[src/sv/slcanlr_pkg.sv]
// ----------------------------------------------------------------------------
// slcanlr_pkg: shared types and constants of the slcan line receiver
// Character codes, frame layout and the hex digit decoder used by the parser,
// the output register and the top level.
// ----------------------------------------------------------------------------
package slcanlr_pkg;

  // Default length of the line buffer, counted in characters.
  localparam int LINE_STORE_DEF = 64;

  // Character codes.
  localparam logic [7:0] CHAR_CR      = 8'h0D;
  localparam logic [7:0] CHAR_LF      = 8'h0A;
  localparam logic [7:0] CHAR_STD     = 8'h74;  // 't'
  localparam logic [7:0] CHAR_EXT     = 8'h54;  // 'T'

  // Line layout.
  localparam int ID_LEN_STD = 3;
  localparam int ID_LEN_EXT = 8;
  localparam int MAX_DLC    = 8;
  localparam int MIN_LINE   = 5;

  // Port widths.
  localparam int IN_TDATA_W  = 8;
  localparam int OUT_TDATA_W = 104;  // 32 + 4 + 64 bits, padded to whole bytes

  typedef struct packed {
    logic [63:0] payload;
    logic [3:0]  dlc;
    logic        extended;
    logic [31:0] frame_id;
  } frame_t;

  // Hex digit decoder: bit 4 is set when the character is not a hex digit.
  typedef struct packed {
    logic       bad;
    logic [3:0] value;
  } hex_t;

  function automatic hex_t hex_decode(input logic [7:0] c);
    hex_t h;
    h.bad   = 1'b0;
    h.value = 4'd0;
    if (c inside {[8'h30:8'h39]}) begin
      h.value = c[3:0];
    end else if (c inside {[8'h61:8'h66], [8'h41:8'h46]}) begin
      h.value = c[3:0] + 4'd9;
    end else begin
      h.bad = 1'b1;
    end
    return h;
  endfunction

endpackage

[src/sv/slcanlr_parser.sv]
// ----------------------------------------------------------------------------
// slcanlr_parser: incremental slcan line parser
// Keeps the state of the line in progress and folds in one character per
// enabled cycle; flags a finished frame when a well-formed line terminates.
// ----------------------------------------------------------------------------
module slcanlr_parser #(
  parameter int LINE_STORE = slcanlr_pkg::LINE_STORE_DEF
) (
  input  logic                 clk,
  input  logic                 rst_n,
  input  logic                 take,
  input  logic [7:0]           rx_byte,
  output logic                 frame_valid,
  output slcanlr_pkg::frame_t  frame
);
  import slcanlr_pkg::*;

  localparam int CW = $clog2(LINE_STORE);

  logic [CW-1:0] count_r, count_nxt;
  logic          kind_r, kind_nxt;
  logic [31:0]   id_r, id_nxt;
  logic [3:0]    dlc_r, dlc_nxt;
  logic [63:0]   pay_r, pay_nxt;
  logic          bad_r, bad_nxt;

  logic [CW-1:0] idlen;
  logic [CW-1:0] data_idx;
  logic [CW-1:0] two_dlc;
  logic [CW:0]   need_len;
  logic [5:0]    nib_shift;
  logic          is_term;
  logic          line_ok;
  hex_t          hex;

  assign idlen    = kind_r ? CW'(ID_LEN_EXT) : CW'(ID_LEN_STD);
  assign data_idx = count_r - idlen - CW'(2);
  assign two_dlc  = CW'({dlc_r, 1'b0});
  assign need_len = (CW+1)'(idlen) + (CW+1)'(2) + (CW+1)'({dlc_r, 1'b0});
  // Even data digits are high nibbles.
  assign nib_shift = {data_idx[3:1], ~data_idx[0], 2'b00};
  assign is_term  = (rx_byte == CHAR_CR) || (rx_byte == CHAR_LF);
  assign hex      = hex_decode(rx_byte);

  assign line_ok = !bad_r && ({1'b0, count_r} >= (CW+1)'(MIN_LINE))
                   && ({1'b0, count_r} >= need_len);

  assign frame_valid    = take && is_term && (count_r != '0) && line_ok;
  assign frame.frame_id = id_r;
  assign frame.extended = kind_r;
  assign frame.dlc      = dlc_r;
  assign frame.payload  = pay_r;

  always_comb begin
    count_nxt = count_r;
    kind_nxt  = kind_r;
    id_nxt    = id_r;
    dlc_nxt   = dlc_r;
    pay_nxt   = pay_r;
    bad_nxt   = bad_r;
    if (take) begin
      if (is_term || (count_r >= CW'(LINE_STORE - 1))) begin
        // A terminator closes the line; an overlong line starts over and
        // drops the character. An empty line leaves everything cleared.
        count_nxt = '0;
        kind_nxt  = 1'b0;
        id_nxt    = '0;
        dlc_nxt   = '0;
        pay_nxt   = '0;
        bad_nxt   = 1'b0;
      end else begin
        count_nxt = count_r + CW'(1);
        if (count_r == '0) begin
          kind_nxt = (rx_byte == CHAR_EXT);
          bad_nxt  = (rx_byte != CHAR_EXT) && (rx_byte != CHAR_STD);
        end else if (!bad_r) begin
          if (count_r <= idlen) begin
            if (hex.bad) begin
              bad_nxt = 1'b1;
            end else begin
              id_nxt = {id_r[27:0], hex.value};
            end
          end else if (count_r == idlen + CW'(1)) begin
            if (hex.bad) begin
              bad_nxt = 1'b1;
            end else begin
              dlc_nxt = (hex.value > 4'(MAX_DLC)) ? 4'(MAX_DLC) : hex.value;
            end
          end else if (data_idx < two_dlc) begin
            // Characters past the last data digit are ignored.
            if (hex.bad) begin
              bad_nxt = 1'b1;
            end else begin
              pay_nxt = pay_r | (64'(hex.value) << nib_shift);
            end
          end
        end
      end
    end
  end

  always_ff @(posedge clk) begin
    if (!rst_n) begin
      count_r <= '0;
      kind_r  <= 1'b0;
      id_r    <= '0;
      dlc_r   <= '0;
      pay_r   <= '0;
      bad_r   <= 1'b0;
    end else begin
      count_r <= count_nxt;
      kind_r  <= kind_nxt;
      id_r    <= id_nxt;
      dlc_r   <= dlc_nxt;
      pay_r   <= pay_nxt;
      bad_r   <= bad_nxt;
    end
  end

  a_term_clears: assert property (@(posedge clk) disable iff (!rst_n)
    take && is_term |=> count_r == '0)
    else $error("line count not cleared after terminator");

  a_dlc_clamped: assert property (@(posedge clk) disable iff (!rst_n)
    dlc_r <= 4'(MAX_DLC))
    else $error("dlc above clamp");

  a_std_id_narrow: assert property (@(posedge clk) disable iff (!rst_n)
    frame_valid && !kind_r |-> id_r[31:12] == '0)
    else $error("standard identifier wider than 12 bits");

endmodule

[src/sv/slcanlr_out_reg.sv]
// ----------------------------------------------------------------------------
// slcanlr_out_reg: result register of the slcan line receiver
// Holds one finished frame until the downstream side takes it.
// ----------------------------------------------------------------------------
module slcanlr_out_reg (
  input  logic                                 clk,
  input  logic                                 rst_n,
  input  logic                                 load,
  input  slcanlr_pkg::frame_t                  frame,
  output logic                                 out_tvalid,
  input  logic                                 out_tready,
  output logic [slcanlr_pkg::OUT_TDATA_W-1:0]  out_tdata,
  output logic                                 out_tuser
);
  import slcanlr_pkg::*;

  logic   valid_r, valid_nxt;
  frame_t frame_r;

  always_comb begin
    valid_nxt = valid_r;
    if (load) begin
      valid_nxt = 1'b1;
    end else if (out_tready) begin
      valid_nxt = 1'b0;
    end
  end

  always_ff @(posedge clk) begin
    if (!rst_n) begin
      valid_r <= 1'b0;
    end else begin
      valid_r <= valid_nxt;
    end
  end

  always_ff @(posedge clk) begin
    if (load) begin
      frame_r <= frame;
    end
  end

  assign out_tvalid = valid_r;
  assign out_tdata  = {4'b0000, frame_r.payload, frame_r.dlc, frame_r.frame_id};
  assign out_tuser  = frame_r.extended;

endmodule

[src/sv/slcan_line_receiver_unit.sv]
// ----------------------------------------------------------------------------
// slcan_line_receiver_unit: slcan text line to CAN frame receiver
// Parses received slcan characters and emits one CAN frame per valid line.
// ----------------------------------------------------------------------------
// Usage:
//   The input stream carries one received character per word in in_tdata.
//   Lines end with CR or LF. A line starting with 't' (3 identifier digits)
//   or 'T' (8 identifier digits), followed by a DLC digit (9..F count as 8)
//   and two hex digits per data byte, yields one word on the output stream
//   when its terminator arrives. Malformed and empty lines give nothing, and
//   a line reaching LINE_STORE characters starts over, dropping that
//   character.
//   A terminator accepted on the input is held in the input register; the
//   parser then loads its frame into the output register as soon as that
//   register is free or being emptied, and the frame is offered from there.
//   Throughput: one character per cycle; the parser updates its line state
//   per taken character, so nothing limits the rate but the output handshake.
//   When the output word is not taken, the input register still takes one
//   more character; after that in_tready drops until the frame leaves.
//   Reset (rst_n low, synchronous) empties both registers and clears the
//   line in progress.
// ----------------------------------------------------------------------------
module slcan_line_receiver_unit #(
  parameter int LINE_STORE = slcanlr_pkg::LINE_STORE_DEF
) (
  input  logic                                 clk,
  input  logic                                 rst_n,
  // Character input.
  input  logic                                 in_tvalid,
  output logic                                 in_tready,
  input  logic [slcanlr_pkg::IN_TDATA_W-1:0]   in_tdata,   // [7:0] rx_byte
  // Frame output.
  output logic                                 out_tvalid,
  input  logic                                 out_tready,
  // [31:0] frame_id, [35:32] dlc, [99:36] payload, [103:100] zero
  output logic [slcanlr_pkg::OUT_TDATA_W-1:0]  out_tdata,
  output logic                                 out_tuser   // [0] extended
);
  import slcanlr_pkg::*;

  logic       s1_valid_r, s1_valid_nxt;
  logic [7:0] s1_byte_r;
  logic       take;
  logic       frame_valid;
  frame_t     frame;

  // The parser consumes the held character whenever the output register
  // can absorb a frame this cycle, so no terminator is ever lost.
  assign take      = s1_valid_r && (!out_tvalid || out_tready);
  assign in_tready = !s1_valid_r || take;

  always_comb begin
    s1_valid_nxt = s1_valid_r;
    if (in_tvalid && in_tready) begin
      s1_valid_nxt = 1'b1;
    end else if (take) begin
      s1_valid_nxt = 1'b0;
    end
  end

  always_ff @(posedge clk) begin
    if (!rst_n) begin
      s1_valid_r <= 1'b0;
    end else begin
      s1_valid_r <= s1_valid_nxt;
    end
  end

  always_ff @(posedge clk) begin
    if (in_tvalid && in_tready) begin
      s1_byte_r <= in_tdata;
    end
  end

  slcanlr_parser #(
    .LINE_STORE (LINE_STORE)
  ) u_parser (
    .clk         (clk),
    .rst_n       (rst_n),
    .take        (take),
    .rx_byte     (s1_byte_r),
    .frame_valid (frame_valid),
    .frame       (frame)
  );

  slcanlr_out_reg u_out_reg (
    .clk        (clk),
    .rst_n      (rst_n),
    .load       (frame_valid),
    .frame      (frame),
    .out_tvalid (out_tvalid),
    .out_tready (out_tready),
    .out_tdata  (out_tdata),
    .out_tuser  (out_tuser)
  );

  a_stall_cause: assert property (@(posedge clk) disable iff (!rst_n)
    !in_tready |-> s1_valid_r && out_tvalid && !out_tready)
    else $error("input stalled without a blocked output");

  a_no_overwrite: assert property (@(posedge clk) disable iff (!rst_n)
    frame_valid |-> !out_tvalid || out_tready)
    else $error("frame loaded over a pending result");

  a_out_dlc: assert property (@(posedge clk) disable iff (!rst_n)
    out_tvalid |-> out_tdata[35:32] <= 4'(MAX_DLC) && out_tdata[103:100] == 4'b0000)
    else $error("output word malformed");

endmodule

[config.mk]
export PLATFORM = sky130hd
export DESIGN_NAME = slcan_line_receiver_unit
export DESIGN_NICKNAME = d
export VERILOG_FILES = /design/src/sv/slcanlr_pkg.sv /design/src/sv/slcanlr_parser.sv /design/src/sv/slcanlr_out_reg.sv /design/src/sv/slcan_line_receiver_unit.sv
export SDC_FILE = /design/constraint.sdc
export NUM_CORES = 1
export LEC_CHECK = 0
export BUFFER_PORTS_ARGS = -buffer_cell sky130_fd_sc_hd__buf_2
export CAP_MARGIN = 20
export CORE_MARGIN = 8
export CORE_UTILIZATION = 25
export DETAILED_ROUTE_END_ITERATION = 8
export GPL_TIMING_DRIVEN = 0
export PLACE_DENSITY = 0.4
export SETUP_SLACK_MARGIN = 0.05
export SYNTH_ARGS = -nofsm -noshare
export SYNTH_HDL_FRONTEND = slang
export SYNTH_HIERARCHICAL = 1
export SYNTH_SLANG_ARGS = --single-unit
[constraint.sdc]
create_clock -name clk -period 25.6 [get_ports clk]
set_input_delay 2.56 -clock clk [delete_from_list [all_inputs] [get_ports clk]]
set_output_delay 2.56 -clock clk [all_outputs]
set_load 0.01 [all_outputs]
==> tab_implementation.tex <==
\begin{tabular}{lr}
\hline
Metric & Value \\
\hline
\multicolumn{2}{l}{\textbf{Power and ir drop}} \\
\quad Clock power share & 0.515 \\
\quad Leakage & 3.72 nW \\
\quad Peak supply drop & 0.0000431 V \\
\quad P\_sw & 0.170 mW \\
\quad Total power draw & 0.807 mW \\
\quad Sequential share of power & 0.456 \\
\quad Switching share of power & 0.211 \\
\quad Power density over the cells & 77.2 mW/mm\^{}2 \\
\quad Internal power & 0.637 mW \\
\quad Combinational share of power & 0.030 \\
\multicolumn{2}{l}{\textbf{Logic synthesis}} \\
\quad Count of synthesis-stage warnings from yosys & 6 \\
\quad Synth Area per Inst & 11.7 um\^{}2 \\
\quad Most used flip-flop cell after synthesis & sky130\_fd\_sc\_hd\_\_dfxtp\_1 \\
\quad Post-synth EDFFs & 109 \\
\quad Count of different cell masters after synthesis & 59 \\
\quad Proportion of synthesized chip area in sequential cells & 0.665 \\
\quad Flops \& latches, synth & 219 \\
\quad Netlist Area Pre-Place & 0.00823 mm\^{}2 \\
\quad Number of instances in the synthesized netlist & 702 \\
\quad Proportion of synthesized flip-flops having asynchronous set or reset & 0 \\
\multicolumn{2}{l}{\textbf{GRT}} \\
\quad Global-route wire length before repair & 34100 um \\
\quad Via count of the first global-routing pass & 5866 \\
\quad Number of antenna violations at the first check in global routing & 0 \\
\quad Total routing resource utilization after global routing & 0.110 \\
\quad Total overflow reported by the global router & 0 \\
\quad Pin count of the biggest net entering global routing & 14 \\
\multicolumn{2}{l}{\textbf{Layout}} \\
\quad Finished Layout Cells & 1326 \\
\quad Inserted Diodes & 0 \\
\quad Area growth from synthesis to layout & 27.0\% \\
\quad Share of cells above drive strength 1 & 0.234 \\
\quad NumNets Final & 906 \\
\quad Fraction of the core area covered by cells at the end of the flow & 0.322 \\
\multicolumn{2}{l}{\textbf{Floorplan}} \\
\quad Area of the core & 0.0325 mm\^{}2 \\
\quad Std cell rows & 66 \\
\quad Die area & 0.0390 mm\^{}2 \\
\quad Top-level port count & 119 \\
\quad Die outline width & 197 um \\
\quad Starting density of the core & 0.254 \\
\quad Overall die height & 197 um \\
\multicolumn{2}{l}{\textbf{Critical path}} \\
\quad Data arrival time at the worst-slack endpoint & 3000 ps \\
\quad Worst setup SP type & primary input \\
\quad Data required time of the worst path & 23040 ps \\
\quad Endpoint kind of the worst setup timing path & output port \\
\quad Critical Setup Path Class & primary input to output port \\
\quad CP Max Fanout & 3 \\
\multicolumn{2}{l}{\textbf{Routing}} \\
\quad Via density per instance & 4.22 \\
\quad DRC Markers & 0 \\
\quad Average wire per cell in the routed design & 16.3 um \\
\quad Via count & 5599 \\
\quad Drt first pass iters & 4 \\
\quad Drt initial violations & 198 \\
\quad Post-route antenna net violation count & 0 \\
\quad Final wirelength & 21600 um \\
\multicolumn{2}{l}{\textbf{Place}} \\
\quad Worst slack at placement & 19690 ps \\
\quad Cells after DPL & 1278 \\
\quad GPL Wtd Cong & 0.757 \\
\quad \# port buffers & 114 \\
\quad DPL Wire Length & 15700 um \\
\multicolumn{2}{l}{\textbf{Timing}} \\
\quad Worst setup margin & 20040 ps \\
\quad Max Fclk & 180 MHz \\
\quad Final period utilization & 0.217 \\
\quad Headroom to the max-slew limit & 0.304 \\
\quad Worst Clk Skew & 14.4 ps \\
\quad RSZ-0062 raised after global routing & no \\
\quad Actual transition at the worst max-transition pin & 1030 ps \\
\quad Final max-slew violation count & 0 \\
\quad Clock period minus final worst setup slack & 5560 ps \\
\quad Final setup vio count & 0 \\
\quad Final Hold Viols & 0 \\
\multicolumn{2}{l}{\textbf{CTS}} \\
\quad CTS tree & yes \\
\quad Post-cts hold buffer count & 0 \\
\quad Gates resized, CTS repair & 0 \\
\quad Clock Pin Slew Worst Setup and Hold Paths & 60 ps \\
\quad Setup Fix Bufs, Post-CTS & 0 \\
\quad Later-pin clock latency in the skew report & 530 ps \\
\quad Worst-case clock buffer depth & 3 \\
\quad Clk sinks & 219 \\
\quad Number of buffers inserted during clock tree synthesis & 26 \\
\quad H-tree levels & 1 \\
\quad Root cell of the clock tree & sky130\_fd\_sc\_hd\_\_clkbuf\_16 \\
\multicolumn{2}{l}{\textbf{Flow run}} \\
\quad Maximum Capacitance Violations & 0 \\
\multicolumn{2}{l}{\textbf{Outcome}} \\
\quad Result of the run & complete, no violations \\
\multicolumn{2}{l}{\textbf{Hold path}} \\
\quad Hold/Removal Path Class & flop to flop \\
\hline
\end{tabular}
==> cell type report <==
cell class	count	area, um^2
sequential	219	5480
buffer	40	181
clock inverter	19	298
clock buffer	29	682
inverter	25	93.8
fill	3398	22000
tap	442	553
multi-input combinational	421	2500
timing repair buffer	131	676
==> power by group through the flow <==
| stage | clock (mW) | combinational [mW] | sequential [mW] |
|---|---|---|---|
| detailed placement | 0 | 0.0240 | 0.376 |
| global route | 0.445 | 0.0266 | 0.368 |
| floorplan | 0 | 0.0160 | 0.375 |
| CTS | 0.430 | 0.0242 | 0.368 |
| global placement | 0 | 0.0242 | 0.375 |
| finish | 0.415 | 0.0239 | 0.368 |
==> cells in the final DEF (no fill, tap or decap), types with 5 or more instances in the layout <==
| cell type | n |
|---|---|
| sky130_fd_sc_hd__clkbuf_1 | 30 |
| sky130_fd_sc_hd__edfxtp_1 | 109 |
| sky130_fd_sc_hd__o21ai_0 | 101 |
| sky130_fd_sc_hd__xnor2_1 | 8 |
| sky130_fd_sc_hd__nand3_1 | 21 |
| sky130_fd_sc_hd__ha_1 | 28 |
| sky130_fd_sc_hd__clkbuf_16 | 26 |
| sky130_fd_sc_hd__nand4_1 | 32 |
| sky130_fd_sc_hd__nand2_1 | 125 |
| sky130_fd_sc_hd__nand2b_1 | 5 |
| sky130_fd_sc_hd__nor2b_1 | 8 |
| sky130_fd_sc_hd__inv_1 | 25 |
| sky130_fd_sc_hd__dfxtp_1 | 110 |
| sky130_fd_sc_hd__buf_4 | 13 |
| sky130_fd_sc_hd__a21oi_1 | 5 |
| sky130_fd_sc_hd__nor2_1 | 16 |
| sky130_fd_sc_hd__nor3_1 | 5 |
| sky130_fd_sc_hd__a21boi_0 | 5 |
| sky130_fd_sc_hd__bufinv_16 | 7 |
| sky130_fd_sc_hd__buf_2 | 127 |
==> cell families after synthesis <==
family	after synthesis	synth area share
AND/OR/NAND/NOR	240	0.146
flip-flops	219	0.665
AO/OA/AOI/OAI	135	0.0945
buffers and inverters	65	0.0334
adder cells (fa/ha/maj)	30	0.0474
XOR/XNOR	8	0.00851
multiplexers	4	0.00502
other	1	0.000455
==> critical path, stage by stage <==
cell,delay (ps)
sky130_fd_sc_hd__buf_2,130
sky130_fd_sc_hd__nand3b_4,160
sky130_fd_sc_hd__buf_2,150
==> synthesized netlist by cell type, drive strengths merged (3+ instances only) <==
| library cell | n | share of area |
|---|---|---|
| nand2 | 125 | 0.057 |
| a21oi | 5 | 0.0030 |
| nand3b | 3 | 0.0043 |
| nor3 | 5 | 0.0030 |
| dfxtp | 110 | 0.27 |
| nand2b | 5 | 0.0038 |
| and3 | 4 | 0.0030 |
| a21o | 3 | 0.0027 |
| nand3 | 21 | 0.013 |
| mux2i | 3 | 0.0036 |
| a211oi | 4 | 0.0043 |
| nor3b | 3 | 0.0027 |
| nor4 | 3 | 0.0041 |
| edfxtp | 109 | 0.40 |
| xnor2 | 8 | 0.0085 |
| nor2b | 9 | 0.0078 |
| buf | 11 | 0.0088 |
| o21ai | 105 | 0.066 |
| ha | 28 | 0.043 |
| nor2 | 16 | 0.0073 |
| and2 | 4 | 0.0033 |
| a21boi | 6 | 0.0059 |
| nand4 | 32 | 0.024 |
| inv | 25 | 0.011 |
| clkbuf | 29 | 0.013 |
==> registers in the layout (all words and copies together) (netlist names), 4 cells and up <==
signal,flops
s1_byte_r,8
u_parser/dlc_r,4
u_parser/id_r,32
u_parser/count_r,6
u_out_reg/out_tdata,100
u_parser/pay_r,64
==> metrics by stage <==
stage                     instance area, um^2  TNS, ps  hold slack (ps)
after CTS                               10500        0              431
after global routing                    10500        0              437
final                                   10500        0              428
after floorplan                          8240        0              408
after global placement                   9370  -482930              412
after detailed placement                 9480        0              413
==> worst paths after layout <==
kind / slack [ps] / depth (start not counted) / to / from
worst max-delay path: 20040 / 3 / in_tready / out_tready
worst min-delay path: 430 / 0 / u_out_reg/out_tdata[84] / u_parser/pay_r[48]
worst max register to register: 20880 / 15 / u_parser/pay_r[12] / u_parser/kind_r
worst min register to register: 430 / 0 / u_out_reg/out_tdata[84] / u_parser/pay_r[48]
==> layer usage <==
layer,part of all wire,GRT usage
met1,0.48,0.145
met2,0.45,0.179
met3,0.053,0.0245
met5,0,0
met4,0.018,0.0273
Note: power is estimated with default switching activity, not from simulation.
